### src/rtl/core/rgb_led_chain_frame_writer_defines.svh
// ----------------------------------------------------------------------------
// RGB LED chain frame writer assertion macros
// Concurrent assertion wrappers; empty when SYNTH is defined.
// ----------------------------------------------------------------------------
`ifndef RGB_LED_CHAIN_FRAME_WRITER_DEFINES_SVH
`define RGB_LED_CHAIN_FRAME_WRITER_DEFINES_SVH

`ifndef SYNTH
`define RLCFW_ASSERT_IMP(name, ante, cons) \
  name: assert property (@(posedge clk_i) disable iff (!rst_ni) (ante) |-> (cons)) \
    else $error("rlcfw assertion failed");
`define RLCFW_ASSERT_NXT(name, ante, cons) \
  name: assert property (@(posedge clk_i) disable iff (!rst_ni) (ante) |=> (cons)) \
    else $error("rlcfw assertion failed");
`else
`define RLCFW_ASSERT_IMP(name, ante, cons)
`define RLCFW_ASSERT_NXT(name, ante, cons)
`endif

`endif

### src/rtl/core/rlcfw_pkg.sv
// ----------------------------------------------------------------------------
// rlcfw_pkg
// Types, constants and helpers for the RGB LED chain frame writer.
// ----------------------------------------------------------------------------
package rlcfw_pkg;

  localparam int unsigned BoardsDefault = 4;
  localparam int unsigned ValW          = 16;
  localparam int unsigned ColW          = 10;
  localparam int unsigned EntryW        = 3 * ColW;
  localparam int unsigned WordW         = 32;
  localparam int unsigned CfgIdxW       = 2;

  localparam logic [WordW-1:0] CmdReset =
    (WordW'(2) << 29) | (WordW'(100) << 20) | (WordW'(120) << 10) | WordW'(100);
  localparam logic [ColW-1:0]  MaxReset = 10'd1023;

  localparam logic [CfgIdxW-1:0] RegCommandWord = 2'd0;
  localparam logic [CfgIdxW-1:0] RegMaxValue    = 2'd1;

  typedef enum logic [1:0] {
    ST_IDLE,
    ST_FETCH,
    ST_LOAD,
    ST_SEND
  } state_e;

  typedef logic [EntryW-1:0] entry_t;

  function automatic logic [ColW-1:0] clamp_colour(input logic signed [ValW-1:0] v,
                                                   input logic [ColW-1:0] max_v);
    logic [ColW-1:0] res;
    if (v < 0) begin
      res = '0;
    end else if (v > $signed({{(ValW-ColW){1'b0}}, max_v})) begin
      res = max_v;
    end else begin
      res = v[ColW-1:0];
    end
    return res;
  endfunction

endpackage

### src/rtl/core/rgb_led_chain_frame_writer.sv
// ----------------------------------------------------------------------------
// rgb_led_chain_frame_writer
// Stores clamped colours per board in two small RAMs and streams full frames.
// ----------------------------------------------------------------------------
// First word pair: an accepted input word moves the FSM through ST_FETCH (RAM read) and
// ST_LOAD (output registers) before out_valid_o rises. Frame: BOARDS colour pairs
// (ST_FETCH, ST_LOAD, ST_SEND each, RAM read) then BOARDS command pairs (ST_LOAD,
// ST_SEND each); no new input is taken until the frame ends. Reset: colour store
// reads as zero (per-entry valid bits), registers at reset values, no output pending.
module rgb_led_chain_frame_writer #(
  parameter int unsigned Boards = rlcfw_pkg::BoardsDefault
) (
  input  logic                                  clk_i,
  input  logic                                  rst_ni,
  input  logic                                  cfg_valid_i,
  output logic                                  cfg_ready_o,
  input  logic [rlcfw_pkg::CfgIdxW-1:0]         cfg_index_i,
  input  logic [rlcfw_pkg::WordW-1:0]           cfg_data_i,
  input  logic                                  in_valid_i,
  output logic                                  in_stall_o,
  input  logic signed [rlcfw_pkg::ValW-1:0]     board_a_i,
  input  logic signed [rlcfw_pkg::ValW-1:0]     red_a_i,
  input  logic signed [rlcfw_pkg::ValW-1:0]     green_a_i,
  input  logic signed [rlcfw_pkg::ValW-1:0]     blue_a_i,
  input  logic signed [rlcfw_pkg::ValW-1:0]     board_b_i,
  input  logic signed [rlcfw_pkg::ValW-1:0]     red_b_i,
  input  logic signed [rlcfw_pkg::ValW-1:0]     green_b_i,
  input  logic signed [rlcfw_pkg::ValW-1:0]     blue_b_i,
  input  logic                                  led_en_a_i,
  input  logic                                  led_en_b_i,
  output logic                                  out_valid_o,
  input  logic                                  out_stall_i,
  output logic [rlcfw_pkg::WordW-1:0]           word_a_o,
  output logic [rlcfw_pkg::WordW-1:0]           word_b_o,
  output logic                                  is_command_o,
  output logic                                  latch_after_o,
  output logic                                  drive_enable_a_o,
  output logic                                  drive_enable_b_o,
  output logic                                  last_o
);
  import rlcfw_pkg::*;

`include "rgb_led_chain_frame_writer_defines.svh"

  localparam int unsigned AddrW = (Boards > 1) ? $clog2(Boards) : 1;
  localparam logic signed [ValW-1:0] BoardMax = ValW'(Boards - 1);
  localparam logic [AddrW-1:0] KLast = AddrW'(Boards - 1);

  state_e state_q, state_d;

  logic [WordW-1:0] command_q;
  logic [ColW-1:0]  max_q;

  entry_t mem_a [Boards];
  entry_t mem_b [Boards];
  logic [Boards-1:0] vld_a_q, vld_b_q;
  entry_t rd_a_q, rd_b_q;
  logic   rd_ok_a_q, rd_ok_b_q;

  logic [AddrW-1:0] k_q;
  logic             cmd_q;
  logic             en_a_q, en_b_q;
  logic             k_last;

  logic in_acc, rd_en, load_out, advance;
  logic [AddrW-1:0] wa_a, wa_b;
  entry_t wd_a, wd_b;

  logic             out_valid_q;
  logic [WordW-1:0] word_a_q, word_b_q;
  logic             is_cmd_q, latch_q, last_q;

  assign cfg_ready_o = 1'b1;
  assign in_stall_o  = (state_q != ST_IDLE);
  assign in_acc      = in_valid_i && !in_stall_o;
  assign k_last      = (k_q == KLast);

  function automatic logic [AddrW-1:0] clamp_board(input logic signed [ValW-1:0] v);
    logic [AddrW-1:0] res;
    if (v < 0) begin
      res = '0;
    end else if (v > BoardMax) begin
      res = KLast;
    end else begin
      res = v[AddrW-1:0];
    end
    return res;
  endfunction

  assign wa_a = clamp_board(board_a_i);
  assign wa_b = clamp_board(board_b_i);
  assign wd_a = {clamp_colour(green_a_i, max_q), clamp_colour(red_a_i, max_q),
                 clamp_colour(blue_a_i, max_q)};
  assign wd_b = {clamp_colour(green_b_i, max_q), clamp_colour(red_b_i, max_q),
                 clamp_colour(blue_b_i, max_q)};

  always_ff @(posedge clk_i or negedge rst_ni) begin
    if (!rst_ni) begin
      command_q <= CmdReset;
      max_q     <= MaxReset;
    end else if (cfg_valid_i && cfg_ready_o) begin
      case (cfg_index_i)
        RegCommandWord: command_q <= cfg_data_i;
        RegMaxValue:    max_q     <= cfg_data_i[ColW-1:0];
        default: ;
      endcase
    end
  end

  always_ff @(posedge clk_i) begin
    if (in_acc) begin
      mem_a[wa_a] <= wd_a;
      mem_b[wa_b] <= wd_b;
    end
    if (rd_en) begin
      rd_a_q <= mem_a[k_q];
      rd_b_q <= mem_b[k_q];
    end
  end

  always_ff @(posedge clk_i or negedge rst_ni) begin
    if (!rst_ni) begin
      vld_a_q   <= '0;
      vld_b_q   <= '0;
      rd_ok_a_q <= 1'b0;
      rd_ok_b_q <= 1'b0;
    end else begin
      if (in_acc) begin
        vld_a_q[wa_a] <= 1'b1;
        vld_b_q[wa_b] <= 1'b1;
      end
      if (rd_en) begin
        rd_ok_a_q <= vld_a_q[k_q];
        rd_ok_b_q <= vld_b_q[k_q];
      end
    end
  end

  always_ff @(posedge clk_i or negedge rst_ni) begin
    if (!rst_ni) begin
      state_q <= ST_IDLE;
    end else begin
      state_q <= state_d;
    end
  end

  always_comb begin
    state_d  = state_q;
    rd_en    = 1'b0;
    load_out = 1'b0;
    advance  = 1'b0;
    case (state_q)
      ST_IDLE: begin
        if (in_acc) state_d = ST_FETCH;
      end
      ST_FETCH: begin
        rd_en   = 1'b1;
        state_d = ST_LOAD;
      end
      ST_LOAD: begin
        load_out = 1'b1;
        state_d  = ST_SEND;
      end
      ST_SEND: begin
        if (!out_stall_i) begin
          advance = 1'b1;
          if (cmd_q && k_last) begin
            state_d = ST_IDLE;
          end else if (!cmd_q && !k_last) begin
            state_d = ST_FETCH;
          end else begin
            state_d = ST_LOAD;
          end
        end
      end
      default: state_d = ST_IDLE;
    endcase
  end

  always_ff @(posedge clk_i or negedge rst_ni) begin
    if (!rst_ni) begin
      k_q         <= '0;
      cmd_q       <= 1'b0;
      en_a_q      <= 1'b0;
      en_b_q      <= 1'b0;
      out_valid_q <= 1'b0;
    end else begin
      if (in_acc) begin
        k_q    <= '0;
        cmd_q  <= 1'b0;
        en_a_q <= led_en_a_i;
        en_b_q <= led_en_b_i;
      end else if (advance) begin
        k_q <= k_last ? '0 : k_q + AddrW'(1);
        if (k_last) cmd_q <= 1'b1;
      end
      if (load_out) begin
        out_valid_q <= 1'b1;
      end else if (advance) begin
        out_valid_q <= 1'b0;
      end
    end
  end

  always_ff @(posedge clk_i) begin
    if (load_out) begin
      word_a_q <= cmd_q ? command_q : (rd_ok_a_q ? WordW'(rd_a_q) : '0);
      word_b_q <= cmd_q ? command_q : (rd_ok_b_q ? WordW'(rd_b_q) : '0);
      is_cmd_q <= cmd_q;
      latch_q  <= k_last;
      last_q   <= cmd_q && k_last;
    end
  end

  assign out_valid_o      = out_valid_q;
  assign word_a_o         = word_a_q;
  assign word_b_o         = word_b_q;
  assign is_command_o     = is_cmd_q;
  assign latch_after_o    = latch_q;
  assign drive_enable_a_o = en_a_q;
  assign drive_enable_b_o = en_b_q;
  assign last_o           = last_q;

  `RLCFW_ASSERT_IMP(a_acc_no_pending, in_acc, !out_valid_q)
  `RLCFW_ASSERT_IMP(a_no_rd_wr_overlap, rd_en, !in_acc)
  `RLCFW_ASSERT_IMP(a_valid_in_send, out_valid_q, state_q == ST_SEND)
  `RLCFW_ASSERT_IMP(a_last_is_latch, out_valid_q && last_q, is_cmd_q && latch_q)
  `RLCFW_ASSERT_NXT(a_last_to_idle, advance && cmd_q && k_last, state_q == ST_IDLE)

endmodule
### config.mk
export PLATFORM = sky130hd
export DESIGN_NAME = rgb_led_chain_frame_writer
export DESIGN_NICKNAME = d
export VERILOG_FILES = /design/src/rtl/core/rlcfw_pkg.sv /design/src/rtl/core/rgb_led_chain_frame_writer.sv
export VERILOG_INCLUDE_DIRS = /design/src /design/src/rtl/core
export SDC_FILE = /design/constraint.sdc
export NUM_CORES = 1
export LEC_CHECK = 0
export BUFFER_PORTS_ARGS = -buffer_cell sky130_fd_sc_hd__buf_2
export CAP_MARGIN = 20
export CORE_AREA = 2 2 181 183
export DETAILED_ROUTE_END_ITERATION = 8
export DIE_AREA = 0 0 183 185
export GPL_ROUTABILITY_DRIVEN = 0
export MAX_ROUTING_LAYER = met4
export PLACE_DENSITY = 0.79
export SETUP_SLACK_MARGIN = 0.05
export SLEW_MARGIN = 20
export SYNTH_ARGS = -nofsm -noshare
export SYNTH_HDL_FRONTEND = slang
export SYNTH_SLANG_ARGS = --single-unit
### constraint.sdc
create_clock -name clk_i -period 5.3 [get_ports clk_i]
set_clock_uncertainty 0.15 [all_clocks]
set_input_delay 0.53 -clock clk_i [delete_from_list [all_inputs] [get_ports clk_i]]
set_output_delay 0.53 -clock clk_i [all_outputs]
set_load 0.02 [all_outputs]
======== Word level (Yosys, flattened, before mapping) ========
Memory sizes are Yosys's and may differ from the RTL's. A register that Yosys moved wholly into a read port is not among the register bits.
Cells that the tools add are included.
word-level totals
  memories kept ........................... 2
  ROM bits ................................ 0
  latch bits .............................. 0
  logic and storage cells ................. 115
  output and inout bits ................... 72
  RAM bits ................................ 240
  register bits after elaboration ......... 127
memory list
  name   depth  bits a word  rd ports  clocked after Yosys merged registers in  write ports  RTL line                          text
  mem_a  4      30           1         1                                        1            rgb_led_chain_frame_writer.sv:54  entry_t mem_a [Boards];
  mem_b  4      30           1         1                                        1            rgb_led_chain_frame_writer.sv:55  entry_t mem_b [Boards];
operators by class
  $mul .................................... 0
  reductions and logical operators ........ 18
  mux-type cells .......................... 47
  shift operators ......................... 0
  bitwise gates (word level) .............. 2
  equal/unequal tests ..................... 7
  order comparisons ....................... 21
  $add $sub $neg .......................... 1
  div/mod/pow operators ................... 0
operators by type and width
  cell                 count
  $lt 16x1->1 const B  8
  $mux 10              12
  $gt 16x11->1         6
  $mux 32              2
  $mux 30              2
  $gt 16x3->1 const B  2
  $mux 2               11
  $mux 1               15
  $lt 2x3->1 const B   3
  $or 4x4->4           2
  $pmux 2 s4           1
  $reduce_and 2->1     4
  $reduce_bool 2->1    4
  $eq 2x2->1 const B   3
  $logic_and 1x1->1    5
  $bmux 1 s2           2
  $demux 1 s2          2
  $eq 2x1->1 const B   2
  $ge 2x1->1 const B   2
  $logic_not 2->1      2
  $ne 2x2->1 const B   2
  $logic_not 1->1      3
  $add 2x1->2 const B  1

======== Longest topological paths before layout ========
  depth after elaboration ................. 8
  gate-level depth with buffers ........... 8
  mapped depth without buffers ............ 7

======== Worst setup path before layout ========
Ideal clock, no wire load.
  path type ............................... input to register
  from .................................... in board_a_i[14] in the netlist's numbering
  to ...................................... mem mem_a[1][0] in the netlist's numbering, enable pin
  setup slack ............................. 0.689 ns
  data arrival time ....................... 3.967 ns
  setup time .............................. 0.495 ns
  stages .................................. 3
  buffers on the path ..................... 0
  cells stage by stage .................... nor4_1 nand4_1 nor4_1
between the ends
  word-level cells in the longest chain between the ends .. 3
  elaborated cells on any way between the ends .. 4
ends and longest elaborated chain
  item                RTL line                          text
  start: declaration  rgb_led_chain_frame_writer.sv:21  input logic signed [rlcfw_pkg::ValW-1:0] board_a_i,
  $gt 16x3->1         rgb_led_chain_frame_writer.sv:82  end else if (v > BoardMax) begin
  $mux 2              rgb_led_chain_frame_writer.sv:82
  $mux 2 (*)          rgb_led_chain_frame_writer.sv:80  if (v < 0) begin
  end: declaration    rgb_led_chain_frame_writer.sv:54
Mark *: on every way between the ends. The rest lies on a longest branch, timed or not.

======== Worst setup path in the final report ========
  from .................................... reg max_q[1]
  to ...................................... mem mem_a[0][5] in the netlist's numbering (data pin)
between the ends
  word-level cells in the longest chain between the ends .. 3
ends and longest elaborated chain
  item                      RTL line                           text
  start: declaration        rgb_led_chain_frame_writer.sv:52   logic [ColW-1:0] max_q;
  start signal: assignment  rgb_led_chain_frame_writer.sv:100  max_q <= MaxReset;
  start signal: assignment  rgb_led_chain_frame_writer.sv:104  RegMaxValue: max_q <= cfg_data_i[ColW-1:0];
  $gt 16x11->1              rlcfw_pkg.sv:35                    end else if (v > $signed({{(ValW-ColW){1'b0}}, max_v})) begin
  $mux 10                   rlcfw_pkg.sv:35
  $mux 10                   rlcfw_pkg.sv:33                    if (v < 0) begin
  named net wd_a[5]         rgb_led_chain_frame_writer.sv:67   entry_t wd_a, wd_b;
The timed path passes the listed nets, and every way through them passes these cells.

==> metrics <==
antenna violations before repair 0; r2r endpoint mem_a[0][5]$_DFFE_PP_; die span in x ~180 um; Clock Path Buffers 3; Initial DRC Count about 910; power density over cell area 486 nW/um2; FF-to-FF setup slack around 2.0 ns; Area contributors post-synth edfxtp_1 60%, mux4_2 7.6%, dfrtp_1 5.3%; static leakage about 8.3 nW; setup TNS 0 ns; fmax 300 MHz; HPWL Detailed 29000 um; Pint 7.37 mW; Post-route DRC 0; mux share of post-synthesis cell area 14.3%; Total GRT Usage a little over a quarter; syn_area_per_cell around 18 um2; Worst setup EP type register; Worst-Margin Slew 1.07 ns; XOR/XNOR share of the synthesized area 0%; worst path cell trace inv_1 > ha_1 > nor2b_1 > o211ai_1 > a21oi_1 > o32a_1 > mux2i_1; top-count cell post-synth edfxtp_1; Die ar. 33900 um2; Die H about 190 um; VDD IR-drop max ~0.36 mV; Psw a little over 3 mW; vias in the first global route about 11000; register area share after synthesis roughly two thirds; status finished clean; Comb pwr share between 20% and 30%; Yosys cell types 45; Clock Tree Root clkbuf_16; Required @ worst endpoint about 5.5 ns; period utilization between 60% and 70%; Num Clock Sinks between 400 and 500; Nets between 1500 and 2000; Largest delay share family, worst path compound AO/OA/AOI/OAI gates; largest net degree at the start of global routing 69; synth cell count leaders 365 x edfxtp_1, 66 x nand2b_1, 63 x ha_1; wire per inst roughly 25 um; TritonCTS clock tree built; hold buffers post-CTS 0; Most used DFF post-synth edfxtp_1; Pre-Repair DR Iteration Count 5; Synth top area share 59.8%; Crit path arrival time ~3.5 ns; worst setup path category reg2reg; CTS HTree Levels 2; area of the core 32000 um2; syn_nets roughly 1300; DR vias/cell roughly 6.2; R2R Path Start max_q[1]$_DFFE_PN1P_; Port Buf Inserts around 240; max_cap viols 0; Buf/Inv on CP 1; global-route wire length before repair 66000 um; largest family of logic cells by synthesized area multiplexers; synthesis-to-finish area growth 17.4%; antenna-violating nets left 0; DR vias between 10000 and 15000; mapped cell area roughly 18000 um2; cells after synthesis ~1000; Tmin final roughly 3.3 ns; fill count 2157; Clock transition at path regs ~0.060 ns; worst skew pair latency between 0.5 and 0.6 ns; Slew headroom around 29%; CP max stage cell o32a_1; CTS buffer count 43; EDFF count, synth between 300 and 400; cell taking the most area after synthesis edfxtp_1; clock network fraction of total power about 30%; num ports between 200 and 250; reg2reg path depth 7; Seq pwr share a little under half; Antenna Cells 0; CTS-repair resized insts 0; # rows 66; Crit Path Max Fanout 10; startpoint type of the worst setup path register; Slew Viols, Final 0; Yosys warning count 0; Synth Area in Compound Gates between 5 and 6%; final hold violation count 0; Initial Util a little under three fifths; Final setup viols 0; switch share between 20 and 30%; RSZ-0062 raised after global routing false; Tightest Hold Check Type in2async; flops & latches, synth 425; post-CTS setup buffers 0; Hold WS 0.0199 ns; total wire length roughly 44000 um; layout cells sized above 1 roughly two fifths; Tot Pwr approximately 10 mW; Adder-Cell Fraction of Synth Area under 10%; Async SR Flop Fraction 14.1%; Crit path largest cell delay roughly 0.67 ns; Synth Area in Simple Gates under 10%; GRT overflow 0
-- cell families after synthesis --
kind of cell,count (synthesis)
flip-flops,425
AND/OR/NAND/NOR,202
multiplexers,166
AO/OA/AOI/OAI,121
buffers and inverters,66
adder cells (fa/ha/maj),63
other,1
-- through the flow --
stage	util (%)	std cells	cell area [um2]	worst slack, ns
after detailed placement	62.3	1661	20000	2.08
after floorplan	-	1044	18300	0.689
after CTS	67.0	1741	21500	2.02
final	67.1	1743	21500	1.97
after global routing	67.1	1743	21500	1.86
after global placement	62.3	1661	20000	2.12
-- metal layers --
metal,vias to the layer above,routed length [um],track usage (%)
met2,595,21800,45.2
met4,0,1750,10.6
met3,85,3720,3.85
met5,-,0,-
met1,5470,16900,35.0
li1,4647,-,-
-- final cells by class --
cell class              instances  area (um2)  area share, %
clock buffers                  62        1290           6.00
clock inverters                18         215           1.00
inverters                      20        75.1          0.349
multi-input cells             553        5570           25.9
flip-flops and latches        425       12500           58.1
well taps                     408         510           2.37
repair buffers                257        1360           6.31
-- placed cells by master (no fill, tap or decap), types with 21 or more instances in the layout --
master,n
mux2i_1,33
a21oi_1,27
nand2_1,21
edfxtp_1,365
nand2b_1,66
mux2_2,44
mux4_2,62
clkbuf_16,45
ha_1,63
dfstp_2,21
a22o_1,60
mux2_4,27
buf_2,239
nor2_1,42
dfrtp_1,36
-- sequential cells by signal (all words and copies together), names as in the netlist, 4 cells and up --
| register | cells |
|---|---|
| command_q | 32 |
| mem_b | 120 |
| word_a_o | 30 |
| vld_b_q | 4 |
| word_b_o | 32 |
| rd_a_q | 30 |
| vld_a_q | 4 |
| rd_b_q | 30 |
| mem_a | 120 |
| max_q | 10 |
-- how the worst max path moves through the flow --
stage	startpoint	end	slack, ns	cells past startpoint
3_3_place_gp	max_q[1]$_DFFE_PN1P_	mem_a[0][4]$_DFFE_PP_	2.12	7
4_1_cts	max_q[1]$_DFFE_PN1P_	mem_a[0][5]$_DFFE_PP_	2.02	7
2_1_floorplan	board_a_i[14]	mem_a[1][0]$_DFFE_PP_	0.69	3
5_1_grt	max_q[1]$_DFFE_PN1P_	mem_b[2][16]$_DFFE_PP_	1.86	7
6_report	max_q[1]$_DFFE_PN1P_	mem_a[0][5]$_DFFE_PP_	1.97	7
3_5_place_dp	max_q[1]$_DFFE_PN1P_	mem_a[0][2]$_DFFE_PP_	2.08	7
-- power by group through the flow --
stage	clock network [mW]	logic [mW]	registers (mW)
2_1_floorplan	0	1.54	4.88
3_3_place_gp	0	2.36	4.89
3_5_place_dp	0	2.42	4.91
4_1_cts	3.18	2.44	4.85
5_1_grt	3.32	2.63	4.89
6_report	3.16	2.46	4.84
Power figures use the tool's default switching activity.
